### config.mk
export PLATFORM = sky130hd
export DESIGN_NAME = rc6_controller
export DESIGN_NICKNAME = d
export VERILOG_FILES = /design/src/rtl/core/rc6_pkg.sv /design/src/rtl/core/rc6_top_dummy.sv
export VERILOG_INCLUDE_DIRS = /design/src /design/src/rtl/core
export SDC_FILE = /design/constraint.sdc
export NUM_CORES = 1
export LEC_CHECK = 0
export BUFFER_PORTS_ARGS = -buffer_cell sky130_fd_sc_hd__buf_2
export CAP_MARGIN = 30
export CORE_UTILIZATION = 55
export CTS_BUF_LIST = sky130_fd_sc_hd__clkbuf_16
export CTS_CLUSTER_SIZE = 40
export DETAILED_ROUTE_END_ITERATION = 10
export GPL_ROUTABILITY_DRIVEN = 0
export PLACE_DENSITY = 0.78
export RECOVER_POWER = 100
export SLEW_MARGIN = 20
export SYNTH_ARGS = -nofsm -noshare
export SYNTH_HDL_FRONTEND = slang
export SYNTH_SLANG_ARGS = --single-unit
### constraint.sdc
create_clock -name clock -period 4.3 [get_ports clock]
set_input_delay 0.86 -clock clock [delete_from_list [all_inputs] [get_ports clock]]
set_output_delay 0.86 -clock clock [all_outputs]
set_load 0.02 [all_outputs]
### src/rtl/core/rc6_block_encrypt_macros.svh
// Assertion macros shared by the RC6 core
`ifndef RC6_BLOCK_ENCRYPT_MACROS_SVH
`define RC6_BLOCK_ENCRYPT_MACROS_SVH

// Implication checked every clock, off during reset
`define RC6_ASSERT_IMP(label, clk, rst, ante, cons) \
   label: assert property (@(posedge clk) disable iff (rst) (ante) |-> (cons)) \
      else $error("rc6 check failed");

// Next-cycle implication, off during reset
`define RC6_ASSERT_NEXT(label, clk, rst, ante, cons) \
   label: assert property (@(posedge clk) disable iff (rst) (ante) |=> (cons)) \
      else $error("rc6 check failed");

`endif

### src/rtl/core/rc6_pkg.sv
package rc6_pkg;

   localparam int ROUND_COUNT = 20;
   localparam int TABLE_LEN   = 2 * ROUND_COUNT + 4;
   localparam int KEY_WORDS   = 8;
   localparam int MIX_STEPS   = 3 * TABLE_LEN;
   localparam int TIDX_W      = $clog2(TABLE_LEN);
   localparam int KIDX_W      = $clog2(KEY_WORDS);
   localparam int STEP_W      = $clog2(MIX_STEPS + 1);
   localparam int CSR_IDX_W   = 4;

   localparam logic [31:0] MAGIC_P = 32'hB7E15163;
   localparam logic [31:0] MAGIC_Q = 32'h9E3779B9;

   // Datapath operations issued by the controller
   typedef enum logic [3:0] {
      OP_IDLE     = 4'd0,
      OP_LOAD     = 4'd1,
      OP_FILL     = 4'd2,
      OP_MIX      = 4'd3,
      OP_PRE_B    = 4'd4,
      OP_PRE_D    = 4'd5,
      OP_RND_EVEN = 4'd6,
      OP_RND_ODD  = 4'd7,
      OP_POST_A   = 4'd8,
      OP_POST_C   = 4'd9,
      OP_OUT      = 4'd10
   } op_type;

   typedef struct packed {
      op_type             op;
      logic [TIDX_W-1:0]  tidx;   // table entry used this cycle
      logic [KIDX_W-1:0]  kidx;   // scratch word used this cycle
      logic               first;  // first mix pass takes the key registers
   } cmd_type;

   typedef struct packed {
      logic [31:0] a;
      logic [31:0] b;
      logic [31:0] c;
      logic [31:0] d;
   } block_type;

   function automatic logic [31:0] rotl32(input logic [31:0] v, input logic [4:0] amt);
      logic [63:0] w;
      w = {v, v} << amt;
      return w[63:32];
   endfunction

endpackage

### src/rtl/core/rc6_top_dummy.sv
module rc6_controller (
   input  logic              clock,
   input  logic              reset,
   input  logic              req_valid,
   output logic              req_ready,
   output logic              rsp_valid,
   input  logic              rsp_ready,
   input  logic              key_write,
   output rc6_pkg::cmd_type  cmd
);
   `include "rc6_block_encrypt_macros.svh"

   typedef enum logic [6:0] {
      ST_IDLE  = 7'b0000001,
      ST_FILL  = 7'b0000010,
      ST_MRD   = 7'b0000100,
      ST_MWR   = 7'b0001000,
      ST_RRD   = 7'b0010000,
      ST_RWR   = 7'b0100000,
      ST_OUT   = 7'b1000000
   } state_type;

   state_type state_ff, state_in;
   logic sched_ok_ff, sched_ok_in;
   logic rsp_valid_ff, rsp_valid_in;
   logic [rc6_pkg::TIDX_W-1:0] tidx_ff, tidx_in;
   logic [rc6_pkg::KIDX_W-1:0] kidx_ff, kidx_in;
   logic [rc6_pkg::STEP_W-1:0] step_ff, step_in;
   logic first_ff, first_in;

   assign req_ready = (state_ff == ST_IDLE);
   assign rsp_valid = rsp_valid_ff;

   // Sequencing and commands
   always_comb begin
      state_in = state_ff; tidx_in = tidx_ff; kidx_in = kidx_ff;
      step_in = step_ff; first_in = first_ff;
      sched_ok_in = sched_ok_ff; rsp_valid_in = rsp_valid_ff;
      cmd.op = rc6_pkg::OP_IDLE; cmd.tidx = tidx_ff; cmd.kidx = kidx_ff;
      cmd.first = first_ff;
      if (rsp_valid_ff && rsp_ready) rsp_valid_in = 1'b0;
      unique case (state_ff)
         ST_IDLE: if (req_valid) begin
            cmd.op = rc6_pkg::OP_LOAD;
            tidx_in = '0; kidx_in = '0; step_in = '0; first_in = 1'b1;
            state_in = sched_ok_ff ? ST_RRD : ST_FILL;
         end
         ST_FILL: begin
            cmd.op = rc6_pkg::OP_FILL;
            if (tidx_ff == rc6_pkg::TIDX_W'(rc6_pkg::TABLE_LEN - 1)) begin
               tidx_in = '0; state_in = ST_MRD;
            end else tidx_in = tidx_ff + rc6_pkg::TIDX_W'(1);
         end
         ST_MRD: state_in = ST_MWR;
         ST_MWR: begin
            cmd.op = rc6_pkg::OP_MIX;
            step_in = step_ff + rc6_pkg::STEP_W'(1);
            kidx_in = kidx_ff + rc6_pkg::KIDX_W'(1);
            if (kidx_ff == rc6_pkg::KIDX_W'(rc6_pkg::KEY_WORDS - 1)) first_in = 1'b0;
            tidx_in = (tidx_ff == rc6_pkg::TIDX_W'(rc6_pkg::TABLE_LEN - 1)) ? '0
                      : tidx_ff + rc6_pkg::TIDX_W'(1);
            if (step_ff == rc6_pkg::STEP_W'(rc6_pkg::MIX_STEPS - 1)) begin
               sched_ok_in = 1'b1; tidx_in = '0; state_in = ST_RRD;
            end else state_in = ST_MRD;
         end
         ST_RRD: state_in = ST_RWR;
         ST_RWR: begin
            // subkey index tidx_ff: 0,1 pre-white; 2r,2r+1 round; last two post
            tidx_in = tidx_ff + rc6_pkg::TIDX_W'(1); state_in = ST_RRD;
            if (tidx_ff == '0) cmd.op = rc6_pkg::OP_PRE_B;
            else if (tidx_ff == rc6_pkg::TIDX_W'(1)) cmd.op = rc6_pkg::OP_PRE_D;
            else if (tidx_ff == rc6_pkg::TIDX_W'(rc6_pkg::TABLE_LEN - 2))
               cmd.op = rc6_pkg::OP_POST_A;
            else if (tidx_ff == rc6_pkg::TIDX_W'(rc6_pkg::TABLE_LEN - 1)) begin
               cmd.op = rc6_pkg::OP_POST_C; state_in = ST_OUT;
            end else if (!tidx_ff[0]) cmd.op = rc6_pkg::OP_RND_EVEN;
            else cmd.op = rc6_pkg::OP_RND_ODD;
         end
         ST_OUT: begin
            // wait here while the previous response is still held
            if (!rsp_valid_ff || rsp_ready) begin
               cmd.op = rc6_pkg::OP_OUT; rsp_valid_in = 1'b1; state_in = ST_IDLE;
            end
         end
         default: state_in = ST_IDLE;
      endcase
      if (key_write) sched_ok_in = 1'b0;
   end

   always_ff @(posedge clock) begin
      if (reset) begin
         state_ff <= ST_IDLE; sched_ok_ff <= 1'b0; rsp_valid_ff <= 1'b0;
      end else begin
         state_ff <= state_in; sched_ok_ff <= sched_ok_in; rsp_valid_ff <= rsp_valid_in;
      end
   end

   // Counters
   always_ff @(posedge clock) begin
      tidx_ff <= tidx_in; kidx_ff <= kidx_in; step_ff <= step_in;
      first_ff <= first_in;
   end

   `RC6_ASSERT_IMP(a_no_req_busy, clock, reset, state_ff != ST_IDLE, !req_ready)
   `RC6_ASSERT_NEXT(a_out_valid, clock, reset, state_ff == ST_OUT, rsp_valid_ff)
   `RC6_ASSERT_NEXT(a_rsp_hold, clock, reset, rsp_valid_ff && !rsp_ready, rsp_valid_ff)
   `RC6_ASSERT_IMP(a_onehot, clock, reset, 1'b1, $onehot(state_ff))
endmodule

-- After elaboration in Yosys (flattened, before gate mapping)
Index checks and enable logic that the tools add are counted.
- register bits: 27
- output and inout port bits: 16
- $add $sub $neg: 3
- equal/unequal tests: 16
- muxes and demuxes: 32
- reduce and logical (&&, ||, !) cells: 12
- operators by type and width (cell ; number):
    $mux W7 ; 7
    $pmux W7 S7 ; 1
    $pmux W6 S4 ; 1
    $mux W4 ; 5
    $pmux W4 S5 ; 1
    $mux W6 ; 3
    $pmux W8 S2 ; 1
    $eq A6 B6 Y1 const B ; 2
    $mux W5 ; 2
    $add A8 B1 Y8 const B ; 1
    $eq A8 B8 Y1 const B ; 1
    $mux W8 ; 1
    $ne A2 B2 Y1 const B ; 4
    $eq A7 B1 Y1 const B ; 1
    $eq A7 B2 Y1 const B ; 1
    $eq A7 B3 Y1 const B ; 1
    $eq A7 B4 Y1 const B ; 1
    $eq A7 B5 Y1 const B ; 1
    $eq A7 B6 Y1 const B ; 1
    $eq A7 B7 Y1 const B ; 1
    $mux W1 ; 7
    $add A6 B1 Y6 const B ; 1
    $eq A6 B1 Y1 const B ; 1
    $logic_not A6 Y1 ; 1
    13 further kinds ; 16

-- Longest topological paths before layout
Gate-level depths: netlist of run 1.
- depth after elaboration: 6
- gate-level depth with buffers: 6
- gate-level depth less buffers: 5

-- Worst setup path after synthesis of run 1
No wires, ideal clock.
- path kind: input port to output port
- start point: input req_valid
- end point: output cmd[10] in the netlist's numbering
- data arrival time: 3.342 ns
- data required time: 3.440 ns
- path slack: 0.098 ns
- cell stages on the path: 3
- path buffers: 0
- path through: nand3b_1 a2111oi_0 a21o_1
- RTL lines (what ; RTL line ; source):
    start: declaration ; rc6_top_dummy.sv:4 ; input logic req_valid,
    end: declaration ; rc6_top_dummy.sv:9 ; output rc6_pkg::cmd_type cmd

==> summary.md, run 1 <==
| Metric | Value |
|---|---|
| Status | finished, final reports clean |
| Critical Path Sink Type | output pin |
| Most common cell after layout, fill and taps aside | edfxtp_1 |
| Cts repair resizes | 0 |
| Ys flop type | edfxtp_1 |
| Post-synthesis sequential area ratio | 0.460 |
| Fin util | 0.661 |
| Total internal power | 0.482 mW |
| Setup_tns | 0 ns |
| Combinational share of power | 0.197 |
| H-tree depth | 1 |
| Final Setup Violations | 0 |
| Fmax | 306 MHz |
| Type of origin of the critical path | input pin |
| Reg2Reg Launch Point | state_ff[6] |
| Synth Register Bits | 27 |
| Synth warn | 0 |
| Detailed Place HPWL | 2.24 mm |
| CTS max path bufs | 2 |
| Clk pwr share | 0.303 |
| Hold buffer count at CTS | 0 |
| Total power | 0.685 mW |
| Clock slew at reported path FFs | 0.06 ns |
| Reg-to-reg endpoint | state_ff[4] |
| Fin crit period | 3.27 ns |
| Worst min path class | register to register |
| Mapped Nets | 169 |
| Psw | 0.203 mW |
| Switching Fraction | 0.296 |
| Die ar. | 0.00307 sq mm |
| Most frequent cells in the layout | 18 x edfxtp_1, 16 x clkbuf_1, 13 x nor2_1 |
| Layout Area Growth over Synthesis | 9.26% |
| Routed via count | 1239 |
| First-pass GRT wire length | 5.09 mm |
| Chip Width | 55.4 microns |
| Syn Area/Cell | 9.99 sq um |
| CTS Sinks | 27 |
| CP Class | input pin to output pin |
| Final hold viol count | 0 |
| Row cnt | 18 |
| Detail Route Antenna Nets | 0 |
| Synth area leader | edfxtp_1 |
| Worst EP arrival | 2.41 ns |
| Wire per inst | 14.7 microns |
| Number of remaining DRC errors | 0 |
| Relative max-transition margin | 0.479 |
| Skew final | 0.00228 ns |
| Post-synthesis cell type count | 45 |
| Post-CTS setup buffer count | 0 |
| Asr flop ratio synth | 0 |
| Initial antenna violation count | 0 |
| Reg power frac | 0.500 |
| Critical Path Fanout Max | 13 |
| Die height | 55.4 microns |
| Hold endpoint | sched_ok_ff |
| Period utilization | 0.759 |
| Synth area leaders | edfxtp_1 34%, dfxtp_1 11%, ha_1 5.6% |
| Root Driver | clkbuf_16 |
| Unrepaired setup endpoints after global routing | no |
| Placed instance count | 201 |
| DRT iter0 DRCs | 87 |
| Placed cell area | 0.00168 sq mm |
| Flop-to-flop setup slack | 1.75 ns |
| Worst EP required | 3.44 ns |
| CTS Buf Count | 3 |
| Clk_lat worst skew | 0.26 ns |
| Core Region | 0.00259 sq mm |
| Antenna diode count | 0 |
| Synth Instances | 157 |
| Synthesized area | 0.00157 sq mm |
| GR Overflow Total | 0 |
| Max cap viols | 0 |
| Starting Density | 0.605 |
| Routed wire length | 3.02 mm |
| Vias per cell | 6.04 |
| Pin count of the biggest net entering global routing | 15 |
| Leakage | 0.619 nW |
| GRT Util Overall | 0.208 |
| Final Cell Area | 0.00171 sq mm |
| Finished Layout Cells | 205 |
| Max VDD drop | 0.000370 V |
| Worst hold slack | 0.480 ns |
| Hold depth | 2 |
| Number of global-route vias before repair | 1167 |
| Hold Crit Start | sched_ok_ff |
| Power per Cell Area | 400 mW/mm^2 |
| Yosys top cell area share | 0.345 |
| I/O Pins | 21 |
| EDFF count, synth | 18 |
| Max Slew Vio Count | 0 |
| # port buffers | 20 |
| Worst R2R Path Depth | 5 |
| First-pass DRT Iterations | 4 |
| Slew @ Worst Pin | 0.775 ns |
| Worst slack at placement | 1.50 ns |
| Worst setup margin | 1.03 ns |
| Layout cells sized above 1 | 0.0571 |
| CTS tree | done |
| Layout Nets | 188 |
==> power groups by stage <==
| stage | sequential (mW) | clock (mW) | combinational [mW] |
|---|---|---|---|
| after floorplan | 0.352 | 0 | 0.0912 |
| after global placement | 0.345 | 0 | 0.139 |
| after detailed placement | 0.347 | 0 | 0.141 |
| after CTS | 0.342 | 0.212 | 0.143 |
| after global routing | 0.347 | 0.221 | 0.148 |
| final | 0.342 | 0.207 | 0.135 |
==> Yosys cell counts, types with 5 or more instances <==
cell,n
o21ai_0,5
edfxtp_1,18
nor4_1,5
nand3_1,10
clkbuf_1,5
nor2_1,13
inv_1,9
a21oi_1,10
dfxtp_1,9
and2_1,5
ha_1,7
xor2_1,8
==> flip-flops by register name, summed over array words and instances, names as in the netlist <==
| name | count |
|---|---|
| step_ff | 8 |
| kidx_ff | 3 |
| tidx_ff | 6 |
| first_ff | 1 |
| rsp_valid | 1 |
| sched_ok_ff | 1 |
| state_ff | 7 |
==> cell type report <==
type	instances	area (sq um)
Inverter	9	33.8
Tap cell	30	37.5
Fill cell	209	877
Clock buffer	3	75.1
Timing Repair Buffer	21	85.1
Clock inverter	1	3.75
Multi-Input combinational cell	114	757
Sequential cell	27	721
==> critical path, cell delays in order <==
cell and delay, ns:
buf_2 0.10, nand3b_1 0.07, a2111oi_0 0.40, clkbuf_1 0.59, a21o_1 0.15, clkbuf_1 0.22
==> per-layer routing <==
layer | track usage | vias up | share of wire
li1 | - | 620 | -
met1 | 0.266 | 577 | 0.47
met2 | 0.358 | 37 | 0.47
met3 | 0.0211 | 5 | 0.041
met4 | 0.0857 | 0 | 0.019
met5 | 0 | - | 0
==> cells by family (layout without fill, tap and decap cells) <==
logic type / Yosys count / in the layout / share of synthesized area
buffers and inverters: 16 / 34 / 0.0455
xor gates and xnor gates: 12 / 12 / 0.0670
and+or+nand+nor: 65 / 65 / 0.247
DFF: 27 / 27 / 0.460
adders and majority gates: 7 / 7 / 0.0559
AOI/OAI and AO/OA: 30 / 30 / 0.125
==> worst max-delay path by stage <==
stage           startpoint      end  slack, ns  cells past startpoint
2_1_floorplan    req_valid  cmd[10]        0.1                      3
3_3_place_gp     req_valid  cmd[10]       1.52                      6
3_5_place_dp     req_valid  cmd[10]       1.50                      6
4_1_cts        state_ff[6]  cmd[10]       1.31                      5
5_1_grt        state_ff[6]  cmd[10]       0.96                      5
6_report         req_valid  cmd[10]       1.03                      6
No activity file was read; power rests on OpenSTA's default activity.
==> run 2: changes to the inputs <==
- ABC_AREA: not set -> 1
- clock period: 4.3 -> 3.35 ns (I/O delays scaled with it)
==> run 2 against run 1 <==
Net effect:
- synthesized cell count is 25% higher
- synthesized area is 2.1% higher
- power is 28% higher
- global-route usage is 0.28 points lower
- combinational power is 32% higher
- cell count is 21% higher
- largest cell class is now flip-flops and latches
- sequential cell count stayed put
- critical path depth is 1 higher
==> summary.md, run 2 <==
| Metric | Value |
|---|---|
| Fin util | 0.630 (-0.0316) |
| Yosys top cell area share | 0.338 (-0.00701) |
| Synthesized area | 0.00160 sq mm (+2.1%) |
| Worst min path class | register to register |
| Antenna diode count | 0 (unchanged) |
| Final Setup Violations | 0 (unchanged) |
| Mapped Nets | 208 (+23%) |
| Worst slack at placement | 1.14 ns (-0.355 ns) |
| Chip Width | 55.9 microns (+0.99%) |
| Hold Crit Start | sched_ok_ff |
| DRT iter0 DRCs | 45 (-48%) |
| Critical Path Sink Type | output pin |
| Final hold viol count | 0 (unchanged) |
| Period utilization | 0.819 |
| Initial antenna violation count | 0 (unchanged) |
| H-tree depth | 1 (unchanged) |
| First-pass DRT Iterations | 4 (unchanged) |
| Combinational share of power | 0.203 (+0.006) |
| Flop-to-flop setup slack | 1.25 ns (-0.50 ns) |
| Layout Nets | 230 (+22%) |
| Clock slew at reported path FFs | 0.06 ns (about the same) |
| Clk pwr share | 0.303 (about the same) |
| Asr flop ratio synth | 0 (unchanged) |
| Hold buffer count at CTS | 0 (unchanged) |
| Routed via count | 1313 (+6.0%) |
| Root Driver | clkbuf_16 |
| Fmax | 364 MHz |
| Die ar. | 0.00313 sq mm (+2.0%) |
| Most common cell after layout, fill and taps aside | nor2_1 |
| GRT Util Overall | 0.205 (-0.00280) |
| Routed wire length | 3.00 mm (-0.66%) |
| Pin count of the biggest net entering global routing | 15 (unchanged) |
| Most frequent cells in the layout | 36 x nor2_1, 29 x inv_1, 28 x nand2_1 |
| Layout Area Growth over Synthesis | 8.52% |
| CP Class | register to output pin |
| Starting Density | 0.580 (-0.0250) |
| Clk_lat worst skew | 0.26 ns (about the same) |
| Cts repair resizes | 0 (unchanged) |
| Post-synthesis cell type count | 30 (-33%) |
| CTS Sinks | 27 (unchanged) |
| Count leader, synth | nor2_1 |
| Wire per inst | 12.1 microns (-18%) |
| Synth area leader | edfxtp_1 |
| Syn Area/Cell | 8.16 sq um (-18%) |
| Post-synthesis sequential area ratio | 0.450 (-0.00934) |
| Type of origin of the critical path | register |
| Leakage | 0.733 nW (+18%) |
| CTS max path bufs | 2 (unchanged) |
| Worst setup margin | 0.605 ns (-0.429 ns) |
| Core Region | 0.00276 sq mm (+6.5%) |
| Setup_tns | 0 ns (unchanged) |
| Ys flop type | edfxtp_1 |
| Unrepaired setup endpoints after global routing | no |
| Critical Path Fanout Max | 11 (-2) |
| Power per Cell Area | 504 mW/mm^2 (+26%) |
| Max VDD drop | 0.000372 V (+0.40%) |
| CTS tree | done |
| Synth Register Bits | 27 (unchanged) |
| Number of global-route vias before repair | 1204 (+3.2%) |
| Layout cells sized above 1 | 0.0783 (+0.0212) |
| Crit path from | state_ff[6] |
| Total internal power | 0.607 mW (+26%) |
| Most flop-heavy register | step_ff |
| Fin crit period | 2.74 ns |
| Max FFs per register | 8 (unchanged) |
| Psw | 0.268 mW (+32%) |
| Post-CTS setup buffer count | 0 (unchanged) |
| Detail Route Antenna Nets | 0 (unchanged) |
| Synth Instances | 196 (+25%) |
| Detailed Place HPWL | 2.36 mm (+5.2%) |
| Max cap viols | 0 (unchanged) |
| Reg power frac | 0.494 (-0.006) |
| Switching Fraction | 0.306 (+0.00990) |
| Die height | 55.9 microns (+0.99%) |
| First-pass GRT wire length | 5.03 mm (-1.2%) |
| # port buffers | 20 (unchanged) |
| Number of remaining DRC errors | 0 (unchanged) |
| Biggest regs | step_ff: 8 flops, state_ff: 7 flops, tidx_ff: 6 flops |
| EDFF count, synth | 18 (unchanged) |
| Skew final | 0.00501 ns (+0.00273 ns) |
| Commonest cells post-synth | 34 x nor2_1, 27 x inv_1, 26 x nand2_1, 18 x edfxtp_1, 18 x nand3_1 |
| Status | finished, final reports clean |
| GR Overflow Total | 0 (unchanged) |
| Max Slew Vio Count | 0 (unchanged) |
| Slew @ Worst Pin | 0.636 ns (-0.139 ns) |
| Vias per cell | 5.29 (-12%) |
| Synth warn | 0 (unchanged) |
| Synth area leaders | edfxtp_1 34%, dfxtp_1 11%, nor2_1 8.0% |
| Worst EP arrival | 2.07 ns (-0.34 ns) |
| Reg2Reg Launch Point | state_ff[6] |
| Row cnt | 19 (+1) |
| Relative max-transition margin | 0.576 (+0.0972) |
| Worst EP required | 2.68 ns (-0.76 ns) |
| I/O Pins | 21 (unchanged) |
| CTS Buf Count | 3 (unchanged) |
## run 2: cell types whose count changed in the layout (fill, tap and decap cells not counted), moves of 4 or more
cell / before / now
nand2_1: 4 / 28
xor2_1: 8 / 2
nor2_4: 0 / 4
inv_1: 10 / 29
nor2_1: 13 / 36
a21oi_1: 10 / 15
nor4_1: 6 / 0
nand3_1: 10 / 20
## run 2: logic make-up (layout without fill, tap and decap cells)
group                    Yosys count  in the layout  share of synthesized area
XOR/XNOR                           3              3                     0.0164
AND/OR/NAND/NOR                  101            101                      0.311
buffers and inverters             34             55                     0.0868
flip-flops                        27             27                      0.450
adder cells (fa/ha/maj)            7              7                     0.0547
AO/OA/AOI/OAI                     24             24                     0.0805
## run 2: path summary, 6_finish.rpt
| check | endpoint | cells after the start |
|---|---|---|
| min | sched_ok_ff | 2 |
| max | cmd[11] | 7 |
| min reg2reg | sched_ok_ff | 2 |
| max reg2reg | tidx_ff[1] | 7 |
## run 2: routing by layer
layer	part of all wire	GRT usage
met1	0.48	0.266
met4	0.010	0.0732
met3	0.023	0.0256
met2	0.49	0.355
met5	0	0
## run 2: per-stage QoR
stage / hold WS (ns) / total power, mW / cells / cell area, sq um
after global placement: 0.469 / 0.617 / 244 / 1720
after floorplan: 0.452 / 0.569 / 196 / 1600
final: 0.499 / 0.875 / 248 / 1740
after CTS: 0.502 / 0.886 / 248 / 1800
after global routing: 0.544 / 0.922 / 248 / 1740
after detailed placement: 0.488 / 0.624 / 244 / 1720
## run 2: critical path, cell delays in order (launching register included)
cell      delay (ns)
dfxtp_1         0.33
nor2_4          0.11
nand2_1         0.18
nor2_1          0.39
inv_1           0.27
nand2_1         0.18
nand3b_1        0.12
clkbuf_1        0.23
## run 2: final cells by class
class	instances	area, sq um
inverters	31	116
clock inverters	1	3.75
well taps	31	38.8
multi-input cells	135	702
clock buffers	3	75.1
flip-flops and latches	27	721
repair buffers	20	80.1
fillers	246	1020
## run 2: power groups by stage
| stage | clock network (mW) | registers [mW] | logic [mW] |
|---|---|---|---|
| 4_1_cts | 0.268 | 0.431 | 0.187 |
| 3_5_place_dp | 0 | 0.439 | 0.185 |
| 5_1_grt | 0.283 | 0.438 | 0.201 |
| 3_3_place_gp | 0 | 0.435 | 0.182 |
| 2_1_floorplan | 0 | 0.454 | 0.115 |
| 6_report | 0.265 | 0.432 | 0.178 |
